`config.mk`:
```
export PLATFORM = sky130hd
export DESIGN_NAME = srtu_ctrl
export DESIGN_NICKNAME = d
export VERILOG_FILES = /design/src/hw/rtl/srtu_pkg.sv /design/src/hw/rtl/srtu_ctrl.sv
export SDC_FILE = /design/constraint.sdc
export NUM_CORES = 1
export LEC_CHECK = 0
export ABC_AREA = 1
export BUFFER_PORTS_ARGS = -buffer_cell sky130_fd_sc_hd__buf_2
export CAP_MARGIN = 20
export CELL_PAD_IN_SITES_DETAIL_PLACEMENT = 1
export CELL_PAD_IN_SITES_GLOBAL_PLACEMENT = 1
export CORE_AREA = 4 4 368 370
export DETAILED_ROUTE_END_ITERATION = 8
export DIE_AREA = 0 0 372 374
export GPL_TIMING_DRIVEN = 0
export PLACE_DENSITY = 0.49
export SETUP_SLACK_MARGIN = 0.3
export SYNTH_ARGS = -nofsm -noshare
export SYNTH_HDL_FRONTEND = slang
export SYNTH_SLANG_ARGS = --single-unit
```
`constraint.sdc`:
```
create_clock -name clock -period 4.85 [get_ports clock]
set_input_delay 0.97 -clock clock [delete_from_list [all_inputs] [get_ports clock]]
set_output_delay 0.97 -clock clock [all_outputs]
set_load 0.005 [all_outputs]
```
`src/hw/rtl/srtu_pkg.sv`:
```
package srtu_pkg;

   // field widths of the request and response
   localparam int NODE_W     = 4;
   localparam int COST_W     = 32;
   localparam int EDGE_W     = 20;
   localparam int TAG_W      = 8;
   localparam int OVERHEAD_W = 16;

   // number of nodes that a node field can name
   localparam int NODE_SPAN = 1 << NODE_W;

   localparam logic [COST_W-1:0]     COST_INF       = '1;
   localparam logic [OVERHEAD_W-1:0] OVERHEAD_RESET = 16'd80;

   // request operation codes
   localparam logic OP_INSERT = 1'b0;
   localparam logic OP_LOOKUP = 1'b1;

   typedef struct packed {
      logic              operation;
      logic [NODE_W-1:0] source_node;
      logic [NODE_W-1:0] dest_node;
      logic [EDGE_W-1:0] edge_cost;
      logic [TAG_W-1:0]  edge_tag;
   } req_type;

   typedef struct packed {
      logic              route_found;
      logic [COST_W-1:0] route_cost;
      logic [NODE_W-1:0] next_node;
      logic [TAG_W-1:0]  first_edge_tag;
      logic              is_identity;
      logic              bad_node;
   } rsp_type;

   // row-stream token handed from cell to cell
   typedef struct packed {
      logic              valid;
      logic [NODE_W-1:0] col;
      logic [COST_W-1:0] cost;
   } tok_type;

   // controls broadcast from the sequencer to every cell
   typedef struct packed {
      logic              clr_en;
      logic [NODE_W-1:0] clr_addr;
      logic              rd_en;
      logic [NODE_W-1:0] rd_addr;
      logic              col_cap;
      logic [NODE_W-1:0] src_node;
      logic [NODE_W-1:0] dst_node;
      logic [COST_W-1:0] edge_total;
      logic [TAG_W-1:0]  tag;
   } cell_ctl_type;

   // registered read data of one cell
   typedef struct packed {
      logic [COST_W-1:0] cost;
      logic [NODE_W-1:0] hop;
      logic [TAG_W-1:0]  tag;
   } cell_rd_type;

endpackage

```
`src/hw/rtl/srtu_ctrl.sv`:
```
module srtu_ctrl #(
   parameter int NODE_COUNT = 16,
   parameter int ROWS       = 16
) (
   input  logic                                    clock,
   input  logic                                    reset,
   input  logic                                    req_valid,
   output logic                                    req_ready,
   input  srtu_pkg::req_type                       req_data,
   output logic                                    rsp_valid,
   input  logic                                    rsp_ready,
   output srtu_pkg::rsp_type                       rsp_data,
   input  logic                                    csr_write_enable,
   input  logic [srtu_pkg::OVERHEAD_W-1:0]         csr_write_data,
   output srtu_pkg::cell_ctl_type                  cell_ctl,
   output srtu_pkg::tok_type                       head_tok,
   input  srtu_pkg::tok_type                       tail_tok,
   input  srtu_pkg::cell_rd_type                   cell_rd [ROWS]
);
   import srtu_pkg::*;

   localparam int ROW_BITS = $clog2(ROWS);

   typedef enum logic [3:0] {
      ST_CLEAR,
      ST_IDLE,
      ST_COL_RD,
      ST_COL_CAP,
      ST_ROW,
      ST_DRAIN,
      ST_LK_RD,
      ST_LK_CAP,
      ST_EMIT
   } state_type;

   state_type               state_ff;
   logic [ROW_BITS-1:0]     cnt_ff;
   req_type                 item_ff;
   rsp_type                 res_ff;
   rsp_type                 rsp_ff;
   logic                    rsp_valid_ff;
   logic                    rsp_valid_in;
   logic [OVERHEAD_W-1:0]   overhead_ff;
   logic                    head_vld_ff;
   logic [ROW_BITS-1:0]     head_col_ff;

   logic                    req_bad;
   logic                    cnt_last;
   logic                    tail_last;
   logic                    rsp_free;
   logic [NODE_W-1:0]       sel_node;
   cell_rd_type             sel_rd;
   rsp_type                 bad_res;
   rsp_type                 lk_res;

   assign req_ready = state_ff == ST_IDLE;
   assign rsp_valid = rsp_valid_ff;
   assign rsp_data  = rsp_ff;
   assign rsp_free  = !rsp_valid_ff || rsp_ready;

   // response stays valid until taken, and is loaded from the emit state
   assign rsp_valid_in = (state_ff == ST_EMIT) || (rsp_valid_ff && !rsp_ready);

   assign req_bad = (int'(req_data.source_node) >= NODE_COUNT) ||
                    (int'(req_data.dest_node) >= NODE_COUNT);
   assign cnt_last  = cnt_ff == ROW_BITS'(ROWS - 1);
   assign tail_last = tail_tok.valid && (tail_tok.col == NODE_W'(ROWS - 1));

   // pick one cell's read data: the route source for lookups, else the edge end
   assign sel_node = (state_ff == ST_LK_CAP) ? item_ff.source_node : item_ff.dest_node;
   assign sel_rd   = cell_rd[sel_node[ROW_BITS-1:0]];

   // head of the row stream feeding the first cell
   assign head_tok.valid = head_vld_ff;
   assign head_tok.col   = NODE_W'(head_col_ff);
   assign head_tok.cost  = sel_rd.cost;

   // response for a request naming a node out of range
   always_comb begin
      bad_res          = '0;
      bad_res.bad_node = 1'b1;
      if (req_data.operation == OP_LOOKUP) begin
         bad_res.route_cost = COST_INF;
      end
   end

   // lookup response from the selected entry
   always_comb begin
      lk_res            = '0;
      lk_res.route_cost = sel_rd.cost;
      if (item_ff.source_node == item_ff.dest_node) begin
         lk_res.route_found = 1'b1;
         lk_res.next_node   = item_ff.source_node;
         lk_res.is_identity = 1'b1;
      end else if (sel_rd.cost != COST_INF) begin
         lk_res.route_found    = 1'b1;
         lk_res.next_node      = sel_rd.hop;
         lk_res.first_edge_tag = sel_rd.tag;
      end
   end

   // broadcast controls to the cells
   always_comb begin
      cell_ctl            = '0;
      cell_ctl.src_node   = item_ff.source_node;
      cell_ctl.dst_node   = item_ff.dest_node;
      cell_ctl.tag        = item_ff.edge_tag;
      cell_ctl.edge_total = COST_W'(item_ff.edge_cost) + COST_W'(overhead_ff);
      case (state_ff)
         ST_CLEAR: begin
            cell_ctl.clr_en   = 1'b1;
            cell_ctl.clr_addr = NODE_W'(cnt_ff);
         end
         ST_COL_RD: begin
            cell_ctl.rd_en   = 1'b1;
            cell_ctl.rd_addr = item_ff.source_node;
         end
         ST_COL_CAP: begin
            cell_ctl.col_cap = 1'b1;
         end
         ST_ROW: begin
            cell_ctl.rd_en   = 1'b1;
            cell_ctl.rd_addr = NODE_W'(cnt_ff);
         end
         ST_LK_RD: begin
            cell_ctl.rd_en   = 1'b1;
            cell_ctl.rd_addr = item_ff.dest_node;
         end
         default: begin
         end
      endcase
   end

   // sequencer, overhead register and response register
   always_ff @(posedge clock) begin
      if (reset) begin
         state_ff     <= ST_CLEAR;
         cnt_ff       <= '0;
         rsp_valid_ff <= 1'b0;
         head_vld_ff  <= 1'b0;
         overhead_ff  <= OVERHEAD_RESET;
      end else begin
         if (csr_write_enable) begin
            overhead_ff <= csr_write_data;
         end
         head_vld_ff  <= state_ff == ST_ROW;
         head_col_ff  <= cnt_ff;
         rsp_valid_ff <= rsp_valid_in;
         case (state_ff)
            ST_CLEAR: begin
               if (cnt_last) begin
                  cnt_ff   <= '0;
                  state_ff <= ST_IDLE;
               end else begin
                  cnt_ff <= cnt_ff + 1'b1;
               end
            end
            ST_IDLE: begin
               if (req_valid) begin
                  item_ff <= req_data;
                  if (req_bad) begin
                     res_ff   <= bad_res;
                     state_ff <= ST_EMIT;
                  end else if (req_data.operation == OP_LOOKUP) begin
                     state_ff <= ST_LK_RD;
                  end else begin
                     state_ff <= ST_COL_RD;
                  end
               end
            end
            ST_COL_RD: begin
               state_ff <= ST_COL_CAP;
            end
            ST_COL_CAP: begin
               cnt_ff   <= '0;
               state_ff <= ST_ROW;
            end
            ST_ROW: begin
               if (cnt_last) begin
                  cnt_ff   <= '0;
                  state_ff <= ST_DRAIN;
               end else begin
                  cnt_ff <= cnt_ff + 1'b1;
               end
            end
            ST_DRAIN: begin
               if (tail_last) begin
                  res_ff   <= '0;
                  state_ff <= ST_EMIT;
               end
            end
            ST_LK_RD: begin
               state_ff <= ST_LK_CAP;
            end
            ST_LK_CAP: begin
               res_ff   <= lk_res;
               state_ff <= ST_EMIT;
            end
            ST_EMIT: begin
               if (rsp_free) begin
                  rsp_ff   <= res_ff;
                  state_ff <= ST_IDLE;
               end
            end
            default: begin
               state_ff <= ST_CLEAR;
            end
         endcase
      end
   end

endmodule
```
==> flow_summary.json, run 1 <==
{
  "r2r_cells": 20,
  "cpPeakStageDelay_ns": 0.41,
  "grt_max_degree": 27,
  "placed_area_um2": 20500,
  "cts_tree": "yes",
  "swShare_pct": 29.1,
  "initial_core_util_pct": 10.2,
  "dr.pass1.iters": 5,
  "tightest_slew_ns": 0.985,
  "first_global_vias": 20323,
  "antenna_found_initial": 74,
  "hold_depth": 0,
  "setup.worst_path.end_class": "output port",
  "cpMaxStageDelayCell": "dfxtp_1",
  "clockBufferDepth": 2,
  "wl_per_cell_um": 29.1,
  "cts-buffers-inserted": 17,
  "clock_skew_ns": 0.0167,
  "critPathMaxFanout": 10,
  "rows": 134,
  "pre_cts_ws_ns": -0.188,
  "clock_latency_ns": 0.47,
  "placedCellCount": 4770,
  "power_frac_seq_pct": 41.8,
  "use_met2_pct": 34.3,
  "die_area_um2": 139000,
  "vdd_drop_max_v": 0.000241,
  "power.share.clock_pct": 39.9,
  "fin_crit_sh_pct": 90.2,
  "p_leak_nw": 10.5,
  "cp_cell_sequence": "nand2_1 -> inv_2 -> nand3_4 -> nand2_2 -> buf_4 -> buf_2 -> nand2_1 -> nand3_1 -> nand3_1 -> nand3_1 -> nand2_1 -> inv_2 -> buf_4 -> buf_2",
  "final_area_um2": 21700,
  "use_met3_pct": 4.12,
  "finalNetCount": 3844,
  "setup_viol": 0,
  "n_fill_cell": 16461,
  "ant_nets": 0,
  "yosysSeqAreaShare_pct": 33.2,
  "cp_top_family": "simple AND/OR/NAND/NOR gates",
  "routed_via_density": 3.97,
  "path_depth": 14,
  "gp_congestion": 0.889,
  "max_freq_mhz": 229,
  "power.switching_w": 0.00103,
  "power.density_nw_per_um2": 162,
  "grt_usage_pct": 19.3,
  "hold_class": "register to register",
  "pwr-share-comb_pct": 18.3,
  "core_um2": 133000,
  "ys_seq_elements": 158,
  "io_pins": 944,
  "synthCells": 2081,
  "synth_xor_area_share_pct": 1.42,
  "grt-busiest-layer": "met2",
  "tns_ns": 0,
  "cts.sink_count": 158,
  "critPathArrivalTime_ns": 3.40,
  "drive_gt1_share_pct": 39.8,
  "grt_pass1_wl_mm": 180,
  "stdcell_count": 4832,
  "async_flop_share_pct": 0,
  "drv_cap": 0,
  "synth_top_family_by_area": "simple AND/OR/NAND/NOR gates",
  "rsz0062_at_grt": "yes",
  "slew_violations": 0,
  "syn_avg_cell_area_um2": 6.50,
  "numPortBuffers": 898,
  "setup_slack_ns": 0.476,
  "synthMuxAreaShare_pct": 0,
  "synthAdderAreaFrac_pct": 1.72,
  "synth_area_um2": 13500,
  "post-route-drc-count": 0,
  "grt-ovfl-total": 0,
  "ys.flop_type": "edfxtp_1",
  "synth_edf_count": 132,
  "p_int_w": 0.00250,
  "via_count": 19203,
  "drt-initial-drc-count": 996,
  "detailed_place_hpwl_mm": 121,
  "synth_compound_area_share_pct": 8.29,
  "gr-usage-met1_pct": 23.2,
  "synth-warning-count": 0,
  "finalHoldViolCount": 0,
  "dieWidth_um": 372,
  "path_clk_slew_ns": 0.08,
  "status": "complete, no violations",
  "syn_to_final_growth_pct": 60.8,
  "htreeDepth": 4,
  "crit_type": "register to output port",
  "root_buffer": "clkbuf_16",
  "die_h_um": 374,
  "cp.buffers_inverters": 6,
  "cts_hold_buf": 0,
  "synth.distinct_cells": 35,
  "routed_wl_mm": 141,
  "slew_headroom_pct": 34.3,
  "cp.required_ns": 3.88,
  "p_total_w": 0.00353,
  "synth-simple-area-share_pct": 44.1,
  "min_period_ns": 4.37,
  "critPathLaunchType": "register"
}
metal layers:
metal	wire length, µm	vias to the layer above	part of all wire (%)
li1	-	8879	-
met1	57400	9301	41
met2	69700	813	50
met3	9050	174	6.4
met4	4130	36	2.9
met5	219	-	0.16
flip-flops by register name, summed over array words and instances, names as in the netlist:
name and cells:
head_vld_ff 1, cnt_ff 4, rsp_data 46, head_col_ff 4
item_ff 20, state_ff 4, cell_ctl 16, rsp_valid 1
overhead_ff 16, res_ff 46
synthesized netlist by cell type (2+ instances only):
cell type / n / area (µm²)
nand3_1: 543 / 2720
o21ai_0: 98 / 490
buf_1: 6 / 22.5
inv_1: 61 / 229
ha_1: 17 / 213
nand2_1: 654 / 2450
o221ai_1: 30 / 263
nand2_4: 2 / 22.5
o21ai_2: 3 / 26.3
buf_2: 78 / 390
clkbuf_1: 52 / 195
xnor2_1: 6 / 52.6
edfxtp_1: 132 / 3960
inv_2: 32 / 120
dfxtp_1: 26 / 521
o211ai_1: 10 / 75.1
nand2_2: 5 / 31.3
xor2_1: 16 / 140
a31oi_1: 5 / 31.3
nor2_1: 179 / 672
buf_4: 74 / 556
o22ai_1: 9 / 56.3
nor3_1: 2 / 10.0
nand3_2: 3 / 30.0
a21oi_1: 28 / 140
area by class of cell:
cell class,count,area (µm²),share of cell area (%)
Timing Repair Buffer,916,4800,22.1
Antenna cell,24,60.1,0.276
Buffer,211,1370,6.29
Multi-Input combinational cell,1630,7850,36.1
Sequential cell,158,4490,20.6
Clock inverter,15,191,0.880
Inverter,93,352,1.62
Tap cell,1768,2210,10.2
Clock buffer,17,425,1.96
cell families after synthesis:
| kind of cell | Yosys count |
|---|---|
| AND/OR/NAND/NOR | 1390 |
| flip-flops | 158 |
| adder cells (fa/ha/maj) | 18 |
| AO/OA/AOI/OAI | 188 |
| other | 1 |
| XOR/XNOR | 22 |
| buffers and inverters | 304 |
placed cells by master (no fill, tap or decap), drive strengths merged, types with 16 or more instances in the layout:
cell type	netlist	final
ha	17	17
o221ai	30	30
nor2	180	180
inv	93	100
xor2	16	16
edfxtp	132	132
o21ai	101	101
buf	159	1068
nand2	661	661
dfxtp	26	26
clkbuf	52	76
a21oi	28	28
nand3	546	546
diode	0	24
per-stage QoR:
step | utilization, % | hold slack, ns
floorplan | - | 0.400
global placement | 15.3 | 0.401
detailed placement | 15.5 | 0.406
CTS | 16.2 | 0.421
global route | 16.4 | 0.426
finish | 16.4 | 0.416
worst paths after layout:
check	start	endpoint	slack (ns)
max reg2reg	state_ff[0]	res_ff[3]	0.78
max	state_ff[0]	head_tok[3]	0.48
min	res_ff[8]	rsp_data[8]	0.42
min reg2reg	res_ff[8]	rsp_data[8]	0.42
power groups by stage:
stage	Sequential (W)	Combinational (W)	Clock, W
5_1_grt	0.00148	0.000712	0.00152
4_1_cts	0.00148	0.000652	0.00149
2_1_floorplan	0.00150	0.000195	0
6_report	0.00148	0.000646	0.00141
3_3_place_gp	0.00151	0.000640	0
3_5_place_dp	0.00151	0.000645	0
repair_timing:
item | 4_1_cts | 5_1_grt
setup endpoints to repair | 45 | 29
buffers inserted | 6 | 0
pin swaps | 1 | 0
resized for setup | 95 | 51
endpoints found under the hold margin | 0 | 0
No activity file was read; power rests on OpenSTA's default activity.
==> run 2: changes to the inputs <==
- BUFFER_PORTS_ARGS: -buffer_cell sky130_fd_sc_hd__buf_2 -> not set
- CORE_AREA: 4 4 368 370 -> 4 4 367 369
- DIE_AREA: 0 0 372 374 -> 0 0 371 373
- DONT_BUFFER_PORTS: not set -> 1
- PLACE_DENSITY: 0.49 -> 0.39
==> run 2 against run 1 <==
Critical endpoint is now head_tok[10]. Worst setup slack better by 0.032 ns. Critical path depth stayed put. Combinational power is 55% lower. Largest power group unchanged.
==> flow_summary.json, run 2 (synthesized netlist as in run 1, its figures left out) <==
{
  "stdcell_count": 3911,
  "critPathLaunchType": "register",
  "power.share.clock_pct": 44.3,
  "pre_cts_ws_ns": -0.325,
  "slew_headroom_pct": 43.8,
  "detailed_place_hpwl_mm": 116,
  "path_clk_slew_ns": 0.07,
  "clockBufferDepth": 2,
  "final_area_um2": 17000,
  "routed_via_density": 4.03,
  "cts_tree": "yes",
  "layout_commonest_cell": "nand2_1",
  "crit_type": "register to output port",
  "cts-buffers-inserted": 17,
  "p_int_w": 0.00231,
  "io_pins": 944,
  "drt-initial-drc-count": 1098,
  "setup_slack_ns": 0.508,
  "regToRegStartpoint": "state_ff[0]",
  "routed_wl_mm": 134,
  "grt_usage_pct": 18.7,
  "ant_nets": 0,
  "placed_area_um2": 16100,
  "cpMaxStageDelayCell": "dfxtp_1",
  "cts_hold_buf": 0,
  "syn_to_final_growth_pct": 25.9,
  "cp_cell_sequence": "nand2_1 -> inv_2 -> nand2_4 -> inv_2 -> nand2_1 -> nand2_2 -> buf_6 -> clkbuf_4 -> nand3_1 -> nand3_1 -> nand3_1 -> nand2_1 -> inv_2 -> buf_4",
  "r2r_cells": 19,
  "root_buffer": "clkbuf_16",
  "tns_ns": 0,
  "finalNetCount": 2946,
  "antenna_found_initial": 41,
  "power_frac_seq_pct": 46.5,
  "cpPeakStageDelay_ns": 0.40,
  "drv_cap": 0,
  "critPathLaunch": "state_ff[0]",
  "rsz0062_at_grt": "yes",
  "htreeDepth": 4,
  "core_um2": 131000,
  "min_period_ns": 4.34,
  "grt-ovfl-total": 0,
  "p_leak_nw": 6.85,
  "first_global_vias": 16854,
  "numPortBuffers": 0,
  "vdd_drop_max_v": 0.000219,
  "drive_gt1_share_pct": 14.0,
  "pwr-share-comb_pct": 9.2,
  "swShare_pct": 27.4,
  "critPathMaxFanout": 10,
  "max_freq_mhz": 230,
  "grt_pass1_wl_mm": 171,
  "clock_latency_ns": 0.46,
  "tightest_slew_ns": 0.843,
  "gp_congestion": 0.867,
  "cts.sink_count": 158,
  "rows": 133,
  "placedCellCount": 3861,
  "setup.worst_path.end_class": "output port",
  "initial_core_util_pct": 10.3,
  "grt_max_degree": 28,
  "post-route-drc-count": 0,
  "power.density_nw_per_um2": 187,
  "via_count": 15774,
  "power.switching_w": 0.000872,
  "holdCritStartpoint": "res_ff[27]",
  "die_h_um": 373,
  "hold_class": "register to register",
  "reg2reg_to": "res_ff[3]",
  "slew_violations": 0,
  "whs_endpoint": "rsp_data[27]",
  "cp.required_ns": 3.88,
  "dieWidth_um": 371,
  "hold_depth": 0,
  "setup_viol": 0,
  "dr.pass1.iters": 5,
  "fin_util_pct": 13.0,
  "fin_crit_sh_pct": 89.5,
  "die_area_um2": 138000,
  "r2r_slack_ns": 0.76,
  "clock_skew_ns": 0.0152,
  "status": "complete, no violations",
  "critPathArrivalTime_ns": 3.37,
  "finalHoldViolCount": 0,
  "layout_common_cells": "nand2_1, nand3_1, nor2_1",
  "wl_per_cell_um": 34.3
}
[run 2: area by class of cell]
cell class              count  area [µm²]
well taps                1755        2200
multi-input cells        1630        7740
clock buffers              17         425
repair buffers             18         313
inverters                  93         349
flip-flops and latches    158        4490
clock inverters            15         170
plain buffers             211        1320
diodes                     14        35.0
fillers                 16025      114000
[run 2: critical path: cells and delay by family (launching register included)]
kind | cells | cell delay (ns)
buffers and inverters | 6 | 1.09
DFF | 1 | 0.40
and+or+nand+nor | 8 | 1.40
[run 2: repair_timing]
item,4_1_cts,5_1_grt
resized for setup,73,32
buffers inserted,2,2
endpoints found under the setup margin,45,25
pin swaps,0,2
cloned,0,0
[run 2: metal layers]
layer / global-route usage [%] / routed length (µm) / up-vias
met5: 0 / 86 / -
met4: 2.81 / 1790 / 14
met3: 4.49 / 8850 / 76
li1: - / - / 7071
met1: 22.9 / 55700 / 7904
met2: 33.5 / 67900 / 709
[run 2: per-stage QoR]
stage	hold slack (ns)	power [W]
6_report	0.421	0.00318
5_1_grt	0.428	0.00334
4_1_cts	0.423	0.00325
3_5_place_dp	0.405	0.00181
3_3_place_gp	0.400	0.00180
2_1_floorplan	0.400	0.00170
[run 2: worst max-delay path by stage]
stage,end,cells past startpoint
after floorplan,res_ff[10],8
after global placement,res_ff[9],8
after detailed placement,res_ff[3],17
after CTS,head_tok[28],13
after global routing,head_tok[26],14
final,head_tok[10],14
[run 2: power by group through the flow]
| stage | Sequential [W] | Combinational, W | Clock (W) |
|---|---|---|---|
| floorplan | 0.00150 | 0.000195 | 0 |
| detailed placement | 0.00151 | 0.000294 | 0 |
| CTS | 0.00148 | 0.000296 | 0.00147 |
| finish | 0.00148 | 0.000292 | 0.00141 |
| global route | 0.00148 | 0.000327 | 0.00153 |
| global placement | 0.00151 | 0.000290 | 0 |
